<file path="src/rtl/umec_pkg.sv">
// Package for the USB-MIDI event classifier with chord detection.
// Holds the item types, event and register codes, and the controller/datapath interface.
// No dependencies.
`default_nettype none

package umec_pkg;

  localparam int HELD_SLOTS = 10;
  localparam int HELD_IDX_W = $clog2(HELD_SLOTS);
  localparam int HELD_CNT_W = $clog2(HELD_SLOTS + 1);

  localparam int CFG_IDX_W  = 8;
  localparam int CFG_DATA_W = 16;

  localparam logic [CFG_IDX_W-1:0] CFG_HOTKEY_ENABLE   = 8'd0;
  localparam logic [CFG_IDX_W-1:0] CFG_HOTKEY_NOTE_A   = 8'd1;
  localparam logic [CFG_IDX_W-1:0] CFG_HOTKEY_NOTE_B   = 8'd2;
  localparam logic [CFG_IDX_W-1:0] CFG_IDLE_TIMEOUT_MS = 8'd3;

  localparam logic [15:0] IDLE_TIMEOUT_RESET = 16'd5000;
  localparam logic [15:0] IDLE_MS_MAX        = 16'hFFFF;

  localparam logic [1:0] EV_NONE      = 2'd0;
  localparam logic [1:0] EV_NOTE_ON   = 2'd1;
  localparam logic [1:0] EV_NOTE_OFF  = 2'd2;
  localparam logic [1:0] EV_CTRL_CHG  = 2'd3;

  localparam logic [3:0] STATUS_NOTE_OFF = 4'h8;
  localparam logic [3:0] STATUS_NOTE_ON  = 4'h9;
  localparam logic [3:0] STATUS_CTRL_CHG = 4'hB;

  typedef struct packed {
    logic       kind;
    logic       first_in_transfer;
    logic [7:0] in_header;
    logic [7:0] in_status;
    logic [7:0] in_data1;
    logic [7:0] in_data2;
  } umec_in_t;

  typedef struct packed {
    logic [1:0]  event_res;
    logic [3:0]  channel;
    logic [7:0]  note_or_control;
    logic [7:0]  event_value;
    logic        chord_hit;
    logic        link_connected;
    logic [31:0] note_on_total;
  } umec_out_t;

  typedef enum logic [2:0] {
    ST_IDLE,
    ST_DECODE,
    ST_PRESS,
    ST_SCAN,
    ST_FIND,
    ST_DONE
  } umec_state_t;

  typedef struct packed {
    logic capture;
    logic decode;
    logic press;
    logic scan;
    logic find;
    logic load;
  } umec_cmd_t;

  typedef struct packed {
    logic press_req;
    logic release_req;
    logic idx_last;
    logic match;
    logic out_free;
  } umec_stat_t;

endpackage

`default_nettype wire

</file>
<file path="src/rtl/umec_ctrl.sv">
// Controller state machine of the MIDI event classifier.
// Sequences decode, held-list append, scan and removal. Uses umec_pkg.
`default_nettype none

module umec_ctrl
  import umec_pkg::*;
(
  input  wire logic       clk,
  input  wire logic       rst,
  input  wire logic       item_valid,
  output logic            item_stall,
  input  wire umec_stat_t stat,
  output umec_cmd_t       cmd
);

  umec_state_t state, state_next;

  always_ff @(posedge clk) begin
    if (rst) begin
      state <= ST_IDLE;
    end else begin
      state <= state_next;
    end
  end

  always_comb begin
    state_next = state;
    unique case (state)
      ST_IDLE: begin
        if (item_valid) state_next = ST_DECODE;
      end
      ST_DECODE: begin
        priority if (stat.press_req) state_next = ST_PRESS;
        else if (stat.release_req)   state_next = ST_FIND;
        else                         state_next = ST_DONE;
      end
      ST_PRESS: state_next = ST_SCAN;
      ST_SCAN: begin
        if (stat.idx_last) state_next = ST_DONE;
      end
      ST_FIND: begin
        if (stat.match || stat.idx_last) state_next = ST_DONE;
      end
      ST_DONE: begin
        if (stat.out_free) state_next = ST_IDLE;
      end
      default: state_next = ST_IDLE;
    endcase
  end

  always_comb begin
    cmd        = '0;
    item_stall = 1'b1;
    unique case (state)
      ST_IDLE: begin
        item_stall  = 1'b0;
        cmd.capture = item_valid;
      end
      ST_DECODE: cmd.decode = 1'b1;
      ST_PRESS:  cmd.press  = 1'b1;
      ST_SCAN:   cmd.scan   = 1'b1;
      ST_FIND:   cmd.find   = 1'b1;
      ST_DONE:   cmd.load   = stat.out_free;
      default:   cmd        = '0;
    endcase
  end

endmodule

`default_nettype wire

</file>
<file path="src/rtl/umec_dp.sv">
// Datapath of the MIDI event classifier: configuration, link state, held-note list
// and the result register. Driven by umec_ctrl commands. Uses umec_pkg.
`default_nettype none

module umec_dp
  import umec_pkg::*;
(
  input  wire logic                  clk,
  input  wire logic                  rst,
  input  wire umec_in_t              item,
  input  wire logic                  cfg_valid,
  input  wire logic [CFG_IDX_W-1:0]  cfg_index,
  input  wire logic [CFG_DATA_W-1:0] cfg_data,
  input  wire umec_cmd_t             cmd,
  output umec_stat_t                 stat,
  output umec_out_t                  result,
  output logic                       result_valid,
  input  wire logic                  result_stall
);

  logic        hotkey_enable;
  logic [7:0]  hotkey_note_a;
  logic [7:0]  hotkey_note_b;
  logic [15:0] idle_timeout_ms;

  umec_in_t    it;
  logic        skip_rest;
  logic        connected;
  logic        activity_seen;
  logic [15:0] idle_ms;
  logic [31:0] note_on_count;

  logic [7:0]            held_notes [HELD_SLOTS];
  logic [HELD_CNT_W-1:0] held_count;
  logic [HELD_IDX_W-1:0] idx;
  logic                  has_a;
  logic                  has_b;
  logic                  chord_mode;

  logic [1:0] res_ev;
  logic [3:0] res_ch;
  logic [7:0] res_noc;
  logic [7:0] res_val;

  logic        detect_active;
  logic        skip_eff;
  logic        all_zero;
  logic        go;
  logic [3:0]  msg_type;
  logic        is_note_on;
  logic        is_note_off;
  logic        is_ctrl;
  logic [1:0]  ev;
  logic [15:0] idle_inc;
  logic [7:0]  cur_note;

  always_ff @(posedge clk) begin
    if (rst) begin
      hotkey_enable   <= 1'b0;
      hotkey_note_a   <= '0;
      hotkey_note_b   <= '0;
      idle_timeout_ms <= IDLE_TIMEOUT_RESET;
    end else if (cfg_valid) begin
      unique case (cfg_index)
        CFG_HOTKEY_ENABLE:   hotkey_enable   <= cfg_data[0];
        CFG_HOTKEY_NOTE_A:   hotkey_note_a   <= cfg_data[7:0];
        CFG_HOTKEY_NOTE_B:   hotkey_note_b   <= cfg_data[7:0];
        CFG_IDLE_TIMEOUT_MS: idle_timeout_ms <= cfg_data;
        default: ;
      endcase
    end
  end

  assign detect_active = hotkey_enable && (hotkey_note_a != '0) && (hotkey_note_b != '0);
  assign skip_eff      = skip_rest && !it.first_in_transfer;
  assign all_zero      = (it.in_header == '0) && (it.in_status == '0) &&
                         (it.in_data1 == '0) && (it.in_data2 == '0);
  assign go            = !it.kind && !skip_eff && !all_zero && (it.in_header[3:0] != '0);
  assign msg_type      = it.in_status[7:4];
  assign is_note_on    = (msg_type == STATUS_NOTE_ON) && (it.in_data2 != '0);
  assign is_note_off   = (msg_type == STATUS_NOTE_OFF) ||
                         ((msg_type == STATUS_NOTE_ON) && (it.in_data2 == '0));
  assign is_ctrl       = (msg_type == STATUS_CTRL_CHG);
  assign idle_inc      = (idle_ms == IDLE_MS_MAX) ? idle_ms : idle_ms + 16'd1;
  assign cur_note      = held_notes[idx];

  always_comb begin
    ev = EV_NONE;
    if (go) begin
      priority if (is_note_on) ev = EV_NOTE_ON;
      else if (is_note_off)    ev = EV_NOTE_OFF;
      else if (is_ctrl)        ev = EV_CTRL_CHG;
      else                     ev = EV_NONE;
    end
  end

  always_comb begin
    stat.press_req   = go && is_note_on && detect_active;
    stat.release_req = go && is_note_off && detect_active && (held_count != '0);
    stat.idx_last    = (HELD_CNT_W'(idx) + HELD_CNT_W'(1)) == held_count;
    stat.match       = (cur_note == it.in_data1);
    stat.out_free    = !result_valid || !result_stall;
  end

  always_ff @(posedge clk) begin
    if (rst) begin
      skip_rest     <= 1'b0;
      connected     <= 1'b0;
      activity_seen <= 1'b0;
      idle_ms       <= '0;
      note_on_count <= '0;
      held_count    <= '0;
      result_valid  <= 1'b0;
    end else begin
      if (cmd.decode) begin
        if (it.kind) begin
          if (activity_seen) begin
            idle_ms <= idle_inc;
            if (idle_inc > idle_timeout_ms) connected <= 1'b0;
          end
        end else begin
          skip_rest <= !it.first_in_transfer && (skip_rest || all_zero);
          if (go) begin
            connected     <= 1'b1;
            activity_seen <= 1'b1;
            idle_ms       <= '0;
            if (is_note_on) note_on_count <= note_on_count + 32'd1;
          end
        end
      end
      if (cmd.press && (held_count < HELD_CNT_W'(HELD_SLOTS))) begin
        held_count <= held_count + HELD_CNT_W'(1);
      end
      if (cmd.find && stat.match) begin
        held_count <= held_count - HELD_CNT_W'(1);
      end
      if (cmd.load) begin
        result_valid <= 1'b1;
      end else if (!result_stall) begin
        result_valid <= 1'b0;
      end
    end
  end

  always_ff @(posedge clk) begin
    if (cmd.capture) it <= item;
    if (cmd.decode) begin
      idx        <= '0;
      has_a      <= 1'b0;
      has_b      <= 1'b0;
      chord_mode <= 1'b0;
      res_ev     <= ev;
      res_ch     <= (ev != EV_NONE) ? it.in_status[3:0] : 4'd0;
      res_noc    <= (ev != EV_NONE) ? it.in_data1 : 8'd0;
      res_val    <= (ev != EV_NONE) ? it.in_data2 : 8'd0;
    end
    if (cmd.press) begin
      chord_mode <= 1'b1;
      if (held_count < HELD_CNT_W'(HELD_SLOTS)) begin
        held_notes[held_count[HELD_IDX_W-1:0]] <= it.in_data1;
      end
    end
    if (cmd.scan) begin
      if (cur_note == hotkey_note_a) has_a <= 1'b1;
      if (cur_note == hotkey_note_b) has_b <= 1'b1;
      if (!stat.idx_last) idx <= idx + HELD_IDX_W'(1);
    end
    if (cmd.find) begin
      if (stat.match) begin
        for (int k = 0; k < HELD_SLOTS - 1; k++) begin
          if (HELD_IDX_W'(k) >= idx) held_notes[k] <= held_notes[k + 1];
        end
      end else if (!stat.idx_last) begin
        idx <= idx + HELD_IDX_W'(1);
      end
    end
    if (cmd.load) begin
      result.event_res       <= res_ev;
      result.channel         <= res_ch;
      result.note_or_control <= res_noc;
      result.event_value     <= res_val;
      result.chord_hit       <= chord_mode && has_a && has_b;
      result.link_connected  <= connected;
      result.note_on_total   <= note_on_count;
    end
  end

endmodule

`default_nettype wire

</file>
<file path="src/rtl/usb_midi_event_classifier_chord_top.sv">
// Flow: an accepted item is decoded; while chord detection is active, a note on is appended
// to the held list, which is then scanned one entry per cycle, and a note off is searched for
// in the list and removed. The result is then loaded into the output register, and a new item
// is taken only after that load, which waits while the output is stalled.
// Reset (rst, synchronous): clears the state machine, link state, counters, held count and
// configuration; held-note entries are not cleared. Top level; uses umec_pkg.
`default_nettype none

module usb_midi_event_classifier_chord_top
  import umec_pkg::*;
(
  input  wire logic                  clk,
  input  wire logic                  rst,
  input  wire logic                  item_valid,
  output logic                       item_stall,
  input  wire umec_in_t              item,
  output logic                       result_valid,
  input  wire logic                  result_stall,
  output umec_out_t                  result,
  input  wire logic                  cfg_valid,
  output logic                       cfg_ready,
  input  wire logic [CFG_IDX_W-1:0]  cfg_index,
  input  wire logic [CFG_DATA_W-1:0] cfg_data
);

  umec_cmd_t  cmd;
  umec_stat_t stat;

  assign cfg_ready = 1'b1;

  umec_ctrl u_ctrl (
    .clk        (clk),
    .rst        (rst),
    .item_valid (item_valid),
    .item_stall (item_stall),
    .stat       (stat),
    .cmd        (cmd)
  );

  umec_dp u_dp (
    .clk          (clk),
    .rst          (rst),
    .item         (item),
    .cfg_valid    (cfg_valid && cfg_ready),
    .cfg_index    (cfg_index),
    .cfg_data     (cfg_data),
    .cmd          (cmd),
    .stat         (stat),
    .result       (result),
    .result_valid (result_valid),
    .result_stall (result_stall)
  );

endmodule

`default_nettype wire

</file>
<file path="config.mk">
export PLATFORM = sky130hd
export DESIGN_NAME = usb_midi_event_classifier_chord_top
export DESIGN_NICKNAME = d
export VERILOG_FILES = /design/src/rtl/umec_pkg.sv /design/src/rtl/umec_ctrl.sv /design/src/rtl/umec_dp.sv /design/src/rtl/usb_midi_event_classifier_chord_top.sv
export SDC_FILE = /design/constraint.sdc
export NUM_CORES = 1
export LEC_CHECK = 0
export ABC_AREA = 1
export BUFFER_PORTS_ARGS = -buffer_cell sky130_fd_sc_hd__buf_2
export CAP_MARGIN = 15
export CORE_UTILIZATION = 45
export DETAILED_ROUTE_END_ITERATION = 10
export PLACE_DENSITY = 0.65
export SLEW_MARGIN = 20
export SYNTH_ARGS = -nofsm -noshare
export SYNTH_HDL_FRONTEND = slang
export SYNTH_SLANG_ARGS = --single-unit
</file>
<file path="constraint.sdc">
create_clock -name clk -period 6.9 [get_ports clk]
set_input_delay 0.345 -clock clk [delete_from_list [all_inputs] [get_ports clk]]
set_output_delay 0.345 -clock clk [all_outputs]
set_load 0.005 [all_outputs]
</file>
==> out/metrics.yaml, run 1 <==
status: "completed"
die_h_um: 191.7
reg2reg_to: "u_dp.held_count[3]$_SDFFE_PP0P_"
die_w_um: 191.7
register_area_mm2: 0.009190
drcViolationCount: 0
numPortBuffers: 120
synth_cell_types: 47
drtIter0Drc: 867
setup_viol: 0
most-common-layout-cells: "431 x nand2_1, 240 x edfxtp_1, 205 x inv_1"
synth_area_per_cell_um2: 9.160
core-area_mm2: 0.03548
relSlewSlack_pct: 28.42
crit_slowest_cell: "inv_2"
htreeDepth: 2
cts_sinks: 339
finalWeightedCongestion: 0.9177
clk_latency_ns: 0.54
startpoint_type: "register"
worst_pin_slew_ns: 1.074
synth_flop_cell: "edfxtp_1"
routed_wl_mm: 39.64
root_buffer: "clkbuf_16"
final_cells: 2442
grt_usage_pct: 21.59
cts_made_buffers: 37
fin_skew_ns: 0.01562
rrSetupSlack_ns: 2.62
cts_setup_buffers: 0
ys_ff_latch: 339
min_path_type: "input port to register"
period_needed_ns: 4.284
drtAntennaViolNets: 0
synth_area_leaders: "edfxtp_1 44%, dfxtp_1 12%, nand2_1 10%, inv_1 4.8%, nor2_1 4.7%"
nets: 2040
rsz0062_at_grt: "false"
cp_cell_sequence: "buf_4 -> inv_2 -> nor2_1 -> nor3_1 -> nor2_1 -> nand2_1 -> nand2_2 -> nand2_1 -> nand2_1 -> nand2_1 -> nor2_2 -> nand3_4 -> inv_1 -> ha_1 -> nand2_1 -> nor2_1 -> a211oi_1 -> nand4_1 -> a21oi_1 -> nor2_1"
synthCells: 1768
grt_pass1_vias: 11590
finalPower_mw: 5.671
ys_async_sr_fraction_pct: 0
dp_hpwl_mm: 27.73
grt_max_degree: 80
critPathRequiredTime_ns: 7.32
fmax_mhz: 233.4
ff2ff_path_depth: 20
area_growth_pct: 16.46
crit_type: "register to register"
slew_violations: 0
fillCellCount: 3245
routedWlPerCell_um: 16.23
viasPerCell: 5.060
arrival_ns: 4.71
crit_top_cell: "nand2_1"
synth.yosys.seq_area_share_pct: 56.74
rows: 69
cpPeakStageDelay_ns: 0.65
dieArea_mm2: 0.03675
worst-path-buf-inv: 3
grt_overflow: 0
dp.cells: 2341
pwr_density_cell_mw_per_mm2: 300.7
cts_resized: 0
final.setup.tns_ns: 0
drive_gt1_share_pct: 14.29
path_depth: 20
synth_warnings: 0
antenna_found_initial: 0
cts_tree: "done"
synth_top_area_cell: "edfxtp_1"
layout_commonest_cell: "nand2_1"
ctsLongestPathBuffers: 3
first_pass_iters: 5
rr_startpoint: "u_dp.idx[0]$_DFF_P_"
crit_start: "u_dp.idx[0]$_DFF_P_"
ir_worst_vdd_uv: 206.1
syn-cell-area_mm2: 0.01620
crit_family: "simple AND/OR/NAND/NOR gates"
cap_violations: 0
netlist.area_leader.share_pct: 44.50
setup.worst_path.end: "u_dp.held_count[3]$_SDFFE_PP0P_"
period_share_pct: 62.08
power_leakage_nw: 7.771
via_count: 12360
cp-end-kind: "register"
initial_core_util_pct: 45.64
cts_hold_buf: 33
crit_fanout: 79
ios: 122
final_hold_viol_count: 0
num_antenna_cells: 0
synth_edf_count: 240
grt_pass1_wl_mm: 61.66
multi_input_area_mm2: 0.006000
clk_pin_slew_worst_paths_ns: 0.07
[worst reg2reg max path, delay by kind of cell, from the launching register on]
family	cells	cell delay, ns
AO/OA/AOI/OAI	2	0.44
adder cells (fa/ha/maj)	1	0.27
buffers and inverters	3	1.48
flip-flops	1	0.31
AND/OR/NAND/NOR	14	1.69
[area by class of cell]
type / instances / area share, %
well taps: 461 / 3.058
flip-flops and latches: 339 / 48.73
repair buffers: 168 / 5.639
multi-input cells: 1195 / 31.81
clock inverters: 20 / 1.134
clock buffers: 47 / 5.387
inverters: 212 / 4.246
[metrics by stage]
stage                     setup WS (ns)  utilization, %  hold slack, ns  cell area, µm²
after detailed placement          2.662           48.68          0.4045           17270
final                             2.616           53.15         0.02771           18860
after global placement            2.757           48.68          0.4005           17270
after CTS                         2.665           53.08        0.006349           18830
after global routing              2.253           53.15        0.002580           18860
after floorplan                   3.180               -          0.4003           16370
[registers in the layout, summed over array words and instances, names as in the netlist, 8 cells and up]
register,flops
u_dp.res_noc,8
u_dp.it,34
u_dp.idle_timeout_ms,16
u_dp.hotkey_note_a,8
u_dp.hotkey_note_b,8
u_dp.note_on_count,32
u_dp.idle_ms,16
u_dp.result,56
u_dp.held_notes,128
u_dp.res_val,8
[cell usage after synthesis, types with 4 or more instances]
cell type  count
o21ai_1        7
edfxtp_1     240
xnor2_1       10
clkbuf_1      30
nand4_1       22
a211oi_1       9
xor2_1        31
nand2_1      431
nand3_1       66
o21ai_2       56
buf_4          9
o211ai_1       7
a31oi_1        6
inv_2          4
nor2_1       202
inv_1        205
nand3_4        7
nor3_1        42
dfxtp_1       99
ha_1          23
buf_2         14
buf_6         13
nor4_1        16
o21ai_0       89
a21oi_1       85
nor3b_1        4
nand2_2        9
[logic make-up (layout without fill, tap and decap cells)]
kind of cell               after synthesis  count (layout)  synth area share [%]
adders and majority gates               24              24                 1.901
and+or+nand+nor                        816             816                 21.75
xor gates and xnor gates                41              41                 2.217
DFF                                    339             339                 56.74
buffers and inverters                  281             447                 7.463
other                                    2              49               0.04637
AOI/OAI and AO/OA                      265             265                 9.889
[worst min-delay path by stage]
stage	from	slack [ns]	cells past startpoint	end
floorplan	u_dp.res_val[0]$_SDFFCE_PN0P_	0.40	0	u_dp.result[34]$_DFFE_PP_
global placement	u_dp.res_val[2]$_SDFFCE_PN0P_	0.40	0	u_dp.result[36]$_DFFE_PP_
detailed placement	u_dp.res_val[6]$_SDFFCE_PN0P_	0.40	0	u_dp.result[40]$_DFFE_PP_
CTS	item[32]	0.006	1	u_dp.it[32]$_DFFE_PP_
global route	item[32]	0.003	1	u_dp.it[32]$_DFFE_PP_
finish	item[32]	0.03	1	u_dp.it[32]$_DFFE_PP_
[power breakdown]
part / switching, mW / internal (mW)
combinational: 0.794 / 0.346
sequential: 0.0870 / 2.44
clock: 0.805 / 1.20
[routing by layer]
layer  global-route usage [%]  part of all wire [%]  vias to the layer above
met5                        0                     0                        -
met3                    3.289                   5.8                       78
met1                    29.60                    46                     5720
met4                    7.143                   2.5                        0
met2                    34.89                    46                      375
li1                         -                     -                     6184
Power figures use the tool's default switching activity.
==> inputs of run 2 (changes only) <==
--- a/config.mk
+++ b/config.mk
@@ -5,7 +5,7 @@
 export SDC_FILE = /design/constraint.sdc
 export NUM_CORES = 1
 export LEC_CHECK = 0
-export ABC_AREA = 1
+export ABC_AREA = 0
 export BUFFER_PORTS_ARGS = -buffer_cell sky130_fd_sc_hd__buf_2
 export CAP_MARGIN = 15
 export CORE_UTILIZATION = 45
==> constraint.sdc (replaced) <==
create_clock -name clk -period 4.2 [get_ports clk]
set_input_delay 0.21 -clock clk [delete_from_list [all_inputs] [get_ports clk]]
set_output_delay 0.21 -clock clk [all_outputs]
set_load 0.005 [all_outputs]
==> run 2 against run 1 <==
Effect of this change: non-clock buffer count increased by 30; core utilization rose by 2.2 points; clock-buffer cell count rose by 4; highest routed layer unchanged; largest cell class unchanged.
==> out/metrics.yaml, run 2 <==
status: "completed"  # unchanged
period_share_pct: 90.49  # was 62.08%
cts_setup_buffers: 0  # unchanged
via_count: 9808  # was 12360
first_pass_iters: 5  # unchanged
ys_ff_latch: 339  # unchanged
drtIter0Drc: 643  # was 867
yosysMostFrequentCell: "edfxtp_1"  # was nand2_1
nets: 1482  # was 2040
crit_type: "register to register"  # unchanged
cts_sinks: 339  # unchanged
syn-cell-area_mm2: 0.01513  # was 0.01620 mm²
fmax_mhz: 263.1  # was 233.4 MHz
cts_tree: "done"  # unchanged
cts_made_buffers: 36  # was 37
synth_warnings: 0  # unchanged
grt_max_degree: 53  # was 80
holdWs_ns: 0.007266  # was 0.02771 ns
ctsLongestPathBuffers: 3  # unchanged
startpoint_type: "register"  # unchanged
rrSetupSlack_ns: 0.40  # was 2.62 ns
netlist.area_leader.share_pct: 47.64  # was 44.50%
routed_wl_mm: 33.70  # was 39.64 mm
cp-end-kind: "register"  # unchanged
cap_violations: 0  # unchanged
dp_hpwl_mm: 23.95  # was 27.73 mm
die_h_um: 185.4  # was 191.7 µm
synth_cell_types: 71  # was 47
drive_gt1_share_pct: 22.78  # was 14.29%
numPortBuffers: 120  # unchanged
root_buffer: "clkbuf_16"  # unchanged
grt_usage_pct: 19.86  # was 21.59%
pre_cts_ws_ns: 0.2419  # was 2.662 ns
clk_latency_ns: 0.51  # was 0.54 ns
antenna_found_initial: 0  # unchanged
grt_overflow: 0  # unchanged
finalWeightedCongestion: 0.8760  # was 0.9177
period_needed_ns: 3.801  # was 4.284 ns
drcViolationCount: 0  # unchanged
worst-path-buf-inv: 2  # was 3
ir_worst_vdd_uv: 360.7  # was 206.1 µV
synth.yosys.seq_area_share_pct: 60.74  # was 56.74%
top_regs: "u_dp.held_notes x128, u_dp.result x56, u_dp.it x34"  # unchanged
setup_viol: 0  # unchanged
crit_fanout: 13  # was 79
ys_async_sr_fraction_pct: 0  # unchanged
fin_skew_ns: 0.02032  # was 0.01562 ns
dieArea_mm2: 0.03436  # was 0.03675 mm²
synthCells: 1169  # was 1768
synth_flop_cell: "edfxtp_1"  # unchanged
area_growth_pct: 19.89  # was 16.46%
clk_pin_slew_worst_paths_ns: 0.06  # was 0.07 ns
power_leakage_nw: 6.913  # was 7.771 nW
synth_top_area_cell: "edfxtp_1"  # unchanged
routedWlPerCell_um: 18.08  # was 16.23 µm
setup_ws_ns: 0.3994  # was 2.616 ns
largest_register_ffs: 128  # unchanged
final_hold_viol_count: 0  # unchanged
critPathRequiredTime_ns: 4.60  # was 7.32 ns
core-area_mm2: 0.03278  # was 0.03548 mm²
arrival_ns: 4.20  # was 4.71 ns
cp_cell_sequence: "buf_4 -> mux4_2 -> and4_1 -> a2111oi_0 -> o211ai_1 -> o2111a_1 -> nand3_1 -> inv_1 -> ha_1 -> a21o_1 -> a21o_1 -> o211a_1 -> a211oi_1"  # was buf_4 -> inv_2 -> nor2_1 -> nor3_1 -> nor2_1 -> nand2_1 -> nand2_2 -> nand2_1 -> nand2_1 -> nand2_1 -> nor2_2 -> nand3_4 -> inv_1 -> ha_1 -> nand2_1 -> nor2_1 -> a211oi_1 -> nand4_1 -> a21oi_1 -> nor2_1
crit_top_cell: "a21o_1"  # was nand2_1
pwr_density_cell_mw_per_mm2: 450.0  # was 300.7 mW/mm²
slew_violations: 0  # unchanged
rsz0062_at_grt: "false"  # unchanged
synth_edf_count: 240  # unchanged
final.setup.tns_ns: 0  # unchanged
min_path_type: "input port to register"  # unchanged
htreeDepth: 2  # unchanged
synth_area_per_cell_um2: 12.94  # was 9.160 µm²
viasPerCell: 5.262  # was 5.060
drtAntennaViolNets: 0  # unchanged
worst_pin_slew_ns: 1.023  # was 1.074 ns
crit_family: "compound AO/OA/AOI/OAI gates"  # was simple AND/OR/NAND/NOR gates
die_w_um: 185.4  # was 191.7 µm
regMostFlops: "u_dp.held_notes"  # unchanged
initial_core_util_pct: 46.15  # was 45.64%
crit_slowest_cell: "dfxtp_2"  # was inv_2
relSlewSlack_pct: 31.60  # was 28.42%
rows: 66  # was 69
ios: 122  # unchanged
grt_pass1_wl_mm: 52.12  # was 61.66 mm
grt_pass1_vias: 9396  # was 11590
synth_commonest_cells: "240 x edfxtp_1, 115 x nor2_1, 99 x dfxtp_1"  # was 431 x nand2_1, 240 x edfxtp_1, 205 x inv_1
most-common-layout-cells: "240 x edfxtp_1, 120 x buf_2, 114 x nor2_1"  # was 431 x nand2_1, 240 x edfxtp_1, 205 x inv_1
synth_area_leaders: "edfxtp_1 48%, dfxtp_1 13%, mux2_2 4.7%, mux2i_1 3.4%, mux4_2 3.3%"  # was edfxtp_1 44%, dfxtp_1 12%, nand2_1 10%, inv_1 4.8%, nor2_1 4.7%
num_antenna_cells: 0  # unchanged
cpPeakStageDelay_ns: 0.64  # was 0.65 ns
layout_commonest_cell: "edfxtp_1"  # was nand2_1
[run 2: repair_timing]
action / in CTS / in global routing
hold buffers: 42 / 0
endpoints found under the setup margin: 0 / 1
resized for setup: 0 / 1
hold endpoints to repair: 46 / 0
[run 2: worst paths after layout]
path	startpoint	to	cells after the start
worst max-delay path	u_dp.idx[2]$_DFF_P_	u_dp.held_count[3]$_SDFFE_PP0P_	13
worst min-delay path	cfg_data[7]	u_dp.hotkey_note_a[7]$_SDFFE_PP0P_	3
worst max register to register	u_dp.idx[2]$_DFF_P_	u_dp.held_count[3]$_SDFFE_PP0P_	13
worst min register to register	u_dp.res_val[3]$_SDFFCE_PN0P_	u_dp.result[37]$_DFFE_PP_	0
[run 2: worst reg2reg max path, delay by kind of cell, from the launching register on]
kind            cells  cell delay [ns]
compound gates      7             1.66
flops               1             0.64
buf+inv             2             0.39
mux                 1             0.37
simple gates        2             0.37
fa+ha+maj           1             0.26
[run 2: cell families after synthesis]
logic type / count (synthesis) / synth area share (%)
DFF: 339 / 60.74
AOI/OAI and AO/OA: 121 / 5.682
buffers and inverters: 97 / 2.688
and+or+nand+nor: 355 / 11.38
adders and majority gates: 24 / 2.035
xor gates and xnor gates: 71 / 4.111
muxes: 160 / 13.32
other: 2 / 0.04964
[run 2: per-stage QoR]
stage	power [mW]	instance area (µm²)	utilization, %	cells
4_1_cts	8.228	18120	55.29	1864
2_1_floorplan	4.666	15300	-	1216
3_5_place_dp	5.019	16500	50.33	1757
3_3_place_gp	4.999	16500	50.32	1757
6_report	8.162	18140	55.32	1864
5_1_grt	8.481	18140	55.32	1864
[run 2: final cells by class]
| type | count | area [µm²] |
|---|---|---|
| clock inverters | 14 | 163.9 |
| well taps | 442 | 553.0 |
| inverters | 40 | 150.1 |
| fillers | 2712 | 14650 |
| clock buffers | 51 | 1040 |
| flip-flops and latches | 339 | 9194 |
| multi-input cells | 780 | 5733 |
| repair buffers | 198 | 1304 |
[run 2: routing by layer]
metal | wire, µm | GRT usage (%) | vias up
met5 | 0 | 0 | -
met4 | 885 | 6.083 | 0
met3 | 1994 | 3.303 | 52
met2 | 15160 | 30.89 | 281
met1 | 15670 | 28.34 | 4753
li1 | - | - | 4722
[run 2: where the power goes]
part | internal (mW) | leakage [nW] | switching [mW]
combinational | 0.490 | 3.28 | 0.593
clock | 1.92 | 0.593 | 1.26
sequential | 3.78 | 3.04 | 0.126
total | 6.19 | 6.91 | 1.97
==> inputs of run 3 (changes only) <==
--- a/config.mk
+++ b/config.mk
@@ -8,7 +8,9 @@
 export ABC_AREA = 0
 export BUFFER_PORTS_ARGS = -buffer_cell sky130_fd_sc_hd__buf_2
 export CAP_MARGIN = 15
+export CORE_MARGIN = 2
 export CORE_UTILIZATION = 45
+export CTS_CLUSTER_SIZE = 28
 export DETAILED_ROUTE_END_ITERATION = 10
 export PLACE_DENSITY = 0.65
 export SLEW_MARGIN = 20
==> run 3 against run 2 <==
Effect of this change: combinational power barely moved; routed wire length rose by 5.2%; setup slack got worse by 0.080 ns; sequential share of layout area fell by 0.17 points; fmax fell by 2.1%; critical path depth fell by 1; via count rose by 1.9%; final cell count rose by 1.0%; register-to-register slack got worse by 0.08 ns; clock skew fell by 0.0041 ns.
==> out/metrics.yaml, run 3 (synthesis gave the netlist of run 2 again) <==
ctsLongestPathBuffers: 3  # unchanged
top_regs: "u_dp.held_notes x128, u_dp.result x56, u_dp.it x34"  # unchanged
period_needed_ns: 3.880  # was 3.801 ns
rsz0062_at_grt: "false"  # unchanged
cts_setup_buffers: 0  # unchanged
htreeDepth: 2  # unchanged
top_usage_layer: "met2"  # unchanged
relSlewSlack_pct: 31.11  # was 31.60%
hold_path_end: "u_dp.hotkey_note_a[4]$_SDFFE_PP0P_"  # was u_dp.hotkey_note_a[7]$_SDFFE_PP0P_
drcViolationCount: 0  # unchanged
grt_usage_pct: 20.50  # was 19.86%
arrival_ns: 4.33  # was 4.20 ns
holdWs_ns: 0.0009093  # was 0.007266 ns
root_buffer: "clkbuf_16"  # unchanged
pwr_density_cell_mw_per_mm2: 444.9  # was 450.0 mW/mm²
largest_register_ffs: 128  # unchanged
status: "completed"  # unchanged
cap_violations: 0  # unchanged
cts_resized: 0  # unchanged
clk_pin_slew_worst_paths_ns: 0.06  # about the same
layout_commonest_cell: "edfxtp_1"  # unchanged
final.setup.tns_ns: 0  # unchanged
grt_pass1_vias: 9886  # was 9396
area_growth_pct: 20.25  # was 19.89%
die_h_um: 187.4  # was 185.4 µm
crit_type: "register to register"  # unchanged
cts_made_buffers: 37  # was 36
cts_tree: "done"  # unchanged
period_share_pct: 92.39  # was 90.49%
core-area_mm2: 0.03328  # was 0.03278 mm²
antenna_found_initial: 1  # was 0
drtIter0Drc: 796  # was 643
regMostFlops: "u_dp.held_notes"  # unchanged
cts_hold_buf: 48  # was 42
hold_start: "cfg_data[4]"  # was cfg_data[7]
cp-end-kind: "register"  # unchanged
cpPeakStageDelay_ns: 0.71  # was 0.64 ns
rr_startpoint: "u_dp.idx[1]$_DFF_P_"  # was u_dp.idx[2]$_DFF_P_
startpoint_type: "register"  # unchanged
pre_cts_ws_ns: 0.3534  # was 0.2419 ns
first_pass_iters: 5  # unchanged
initial_core_util_pct: 45.46  # was 46.15%
ff2ff_path_depth: 12  # was 13
most-common-layout-cells: "240 x edfxtp_1, 120 x buf_2, 113 x nor2_1"  # was 240 x edfxtp_1, 120 x buf_2, 114 x nor2_1
use_met2_pct: 32.63  # was 30.89%
setup_viol: 0  # unchanged
via_count: 9997  # was 9808
fin_skew_ns: 0.01626  # was 0.02032 ns
routed_wl_mm: 35.46  # was 33.70 mm
slew_violations: 0  # unchanged
crit_fanout: 19  # was 13
routedWlPerCell_um: 18.83  # was 18.08 µm
fmax_mhz: 257.7  # was 263.1 MHz
rows: 67  # was 66
dieArea_mm2: 0.03510  # was 0.03436 mm²
num_antenna_cells: 0  # unchanged
rrSetupSlack_ns: 0.32  # was 0.40 ns
cp_cell_sequence: "mux4_2 -> mux2i_1 -> xor2_1 -> o211ai_1 -> a211oi_4 -> nand3_1 -> inv_1 -> ha_1 -> a21o_1 -> a21o_1 -> o211a_1 -> a211oi_1"  # was buf_4 -> mux4_2 -> and4_1 -> a2111oi_0 -> o211ai_1 -> o2111a_1 -> nand3_1 -> inv_1 -> ha_1 -> a21o_1 -> a21o_1 -> o211a_1 -> a211oi_1
grt_pass1_wl_mm: 56.06  # was 52.12 mm
grt_use_met3_pct: 5.103  # was 3.303%
nets: 1493  # was 1482
grt_overflow: 0  # unchanged
setup_ws_ns: 0.3196  # was 0.3994 ns
ios: 122  # unchanged
clk_latency_ns: 0.53  # was 0.51 ns
cts_sinks: 339  # unchanged
grt_max_degree: 55  # was 53
holdPathStages: 3  # unchanged
drtAntennaViolNets: 0  # unchanged
worst_pin_slew_ns: 1.033  # was 1.023 ns
grt_util_met1_pct: 27.46  # was 28.34%
crit_slowest_cell: "dfxtp_2"  # unchanged
reg2reg_to: "u_dp.held_count[3]$_SDFFE_PP0P_"  # unchanged
critPathRequiredTime_ns: 4.65  # was 4.60 ns
min_path_type: "input port to register"  # unchanged
finalWeightedCongestion: 0.8946  # was 0.8760
numPortBuffers: 120  # unchanged
drive_gt1_share_pct: 23.21  # was 22.78%
power_leakage_nw: 6.947  # was 6.913 nW
viasPerCell: 5.309  # was 5.262
die_w_um: 187.4  # was 185.4 µm
ir_worst_vdd_uv: 287.2  # was 360.7 µV
dp_hpwl_mm: 24.93  # was 23.95 mm
crit_top_cell: "a21o_1"  # unchanged
final_hold_viol_count: 0  # unchanged
## run 3: changes by cell type in the layout (fill, tap and decap cells not counted), moves of 2 or more
| cell | previous run | this run |
|---|---|---|
| clkbuf_1 | 9 | 2 |
| clkinv_1 | 0 | 6 |
| dlygate4sd3_1 | 42 | 48 |
| clkbuf_8 | 4 | 0 |
| clkbuf_4 | 0 | 2 |
| buf_4 | 35 | 39 |
| clkinv_2 | 7 | 12 |
| inv_6 | 0 | 3 |
## run 3: critical path: cells and delay by family (launching register included)
kind	cells	cell delay, ns
AOI/OAI and AO/OA	6	1.43
muxes	2	0.87
DFF	1	0.71
adders and majority gates	1	0.23
xor gates and xnor gates	1	0.22
and+or+nand+nor	1	0.19
buffers and inverters	1	0.11
## run 3: per-layer routing
layer / vias up / share of wire (%)
met2: 352 / 46
met1: 4824 / 43
li1: 4739 / -
met4: 2 / 3.1
met3: 80 / 7.9
met5: - / 0.028
## run 3: final cells by class
| type | instances | area [µm²] |
|---|---|---|
| repair buffers | 208 | 1394 |
| fillers | 2805 | 15090 |
| inverters | 40 | 150.1 |
| clock buffers | 41 | 948.4 |
| well taps | 448 | 560.5 |
| multi-input cells | 780 | 5736 |
| clock inverters | 27 | 212.7 |
| flip-flops and latches | 339 | 9191 |
## run 3: worst max path at each step
stage	from	endpoint	depth (start not counted)
2_1_floorplan	u_dp.idle_ms[4]$_SDFFE_PP0P_	u_dp.connected$_SDFFE_PP0P_	14
3_3_place_gp	u_dp.idx[1]$_DFF_P_	u_dp.held_count[3]$_SDFFE_PP0P_	13
3_5_place_dp	u_dp.idx[1]$_DFF_P_	u_dp.held_count[3]$_SDFFE_PP0P_	12
4_1_cts	u_dp.idx[1]$_DFF_P_	u_dp.held_count[3]$_SDFFE_PP0P_	12
5_1_grt	u_dp.idx[1]$_DFF_P_	u_dp.held_count[3]$_SDFFE_PP0P_	12
6_report	u_dp.idx[1]$_DFF_P_	u_dp.held_count[3]$_SDFFE_PP0P_	12
## run 3: power breakdown
part,internal (mW),leakage (nW),switching (mW)
clock,1.77,0.580,1.32
combinational,0.490,3.33,0.606
sequential,3.78,3.04,0.125
total,6.04,6.95,2.05
## run 3: stage by stage
step                utilization (%)  cells  power, mW  cell area (µm²)
floorplan                         -   1216      4.666            15300
global placement              49.68   1767      5.005            16530
detailed placement            49.68   1767      5.025            16530
CTS                           54.61   1883      8.163            18170
global route                  54.66   1883      8.412            18190
finish                        54.66   1883      8.095            18190
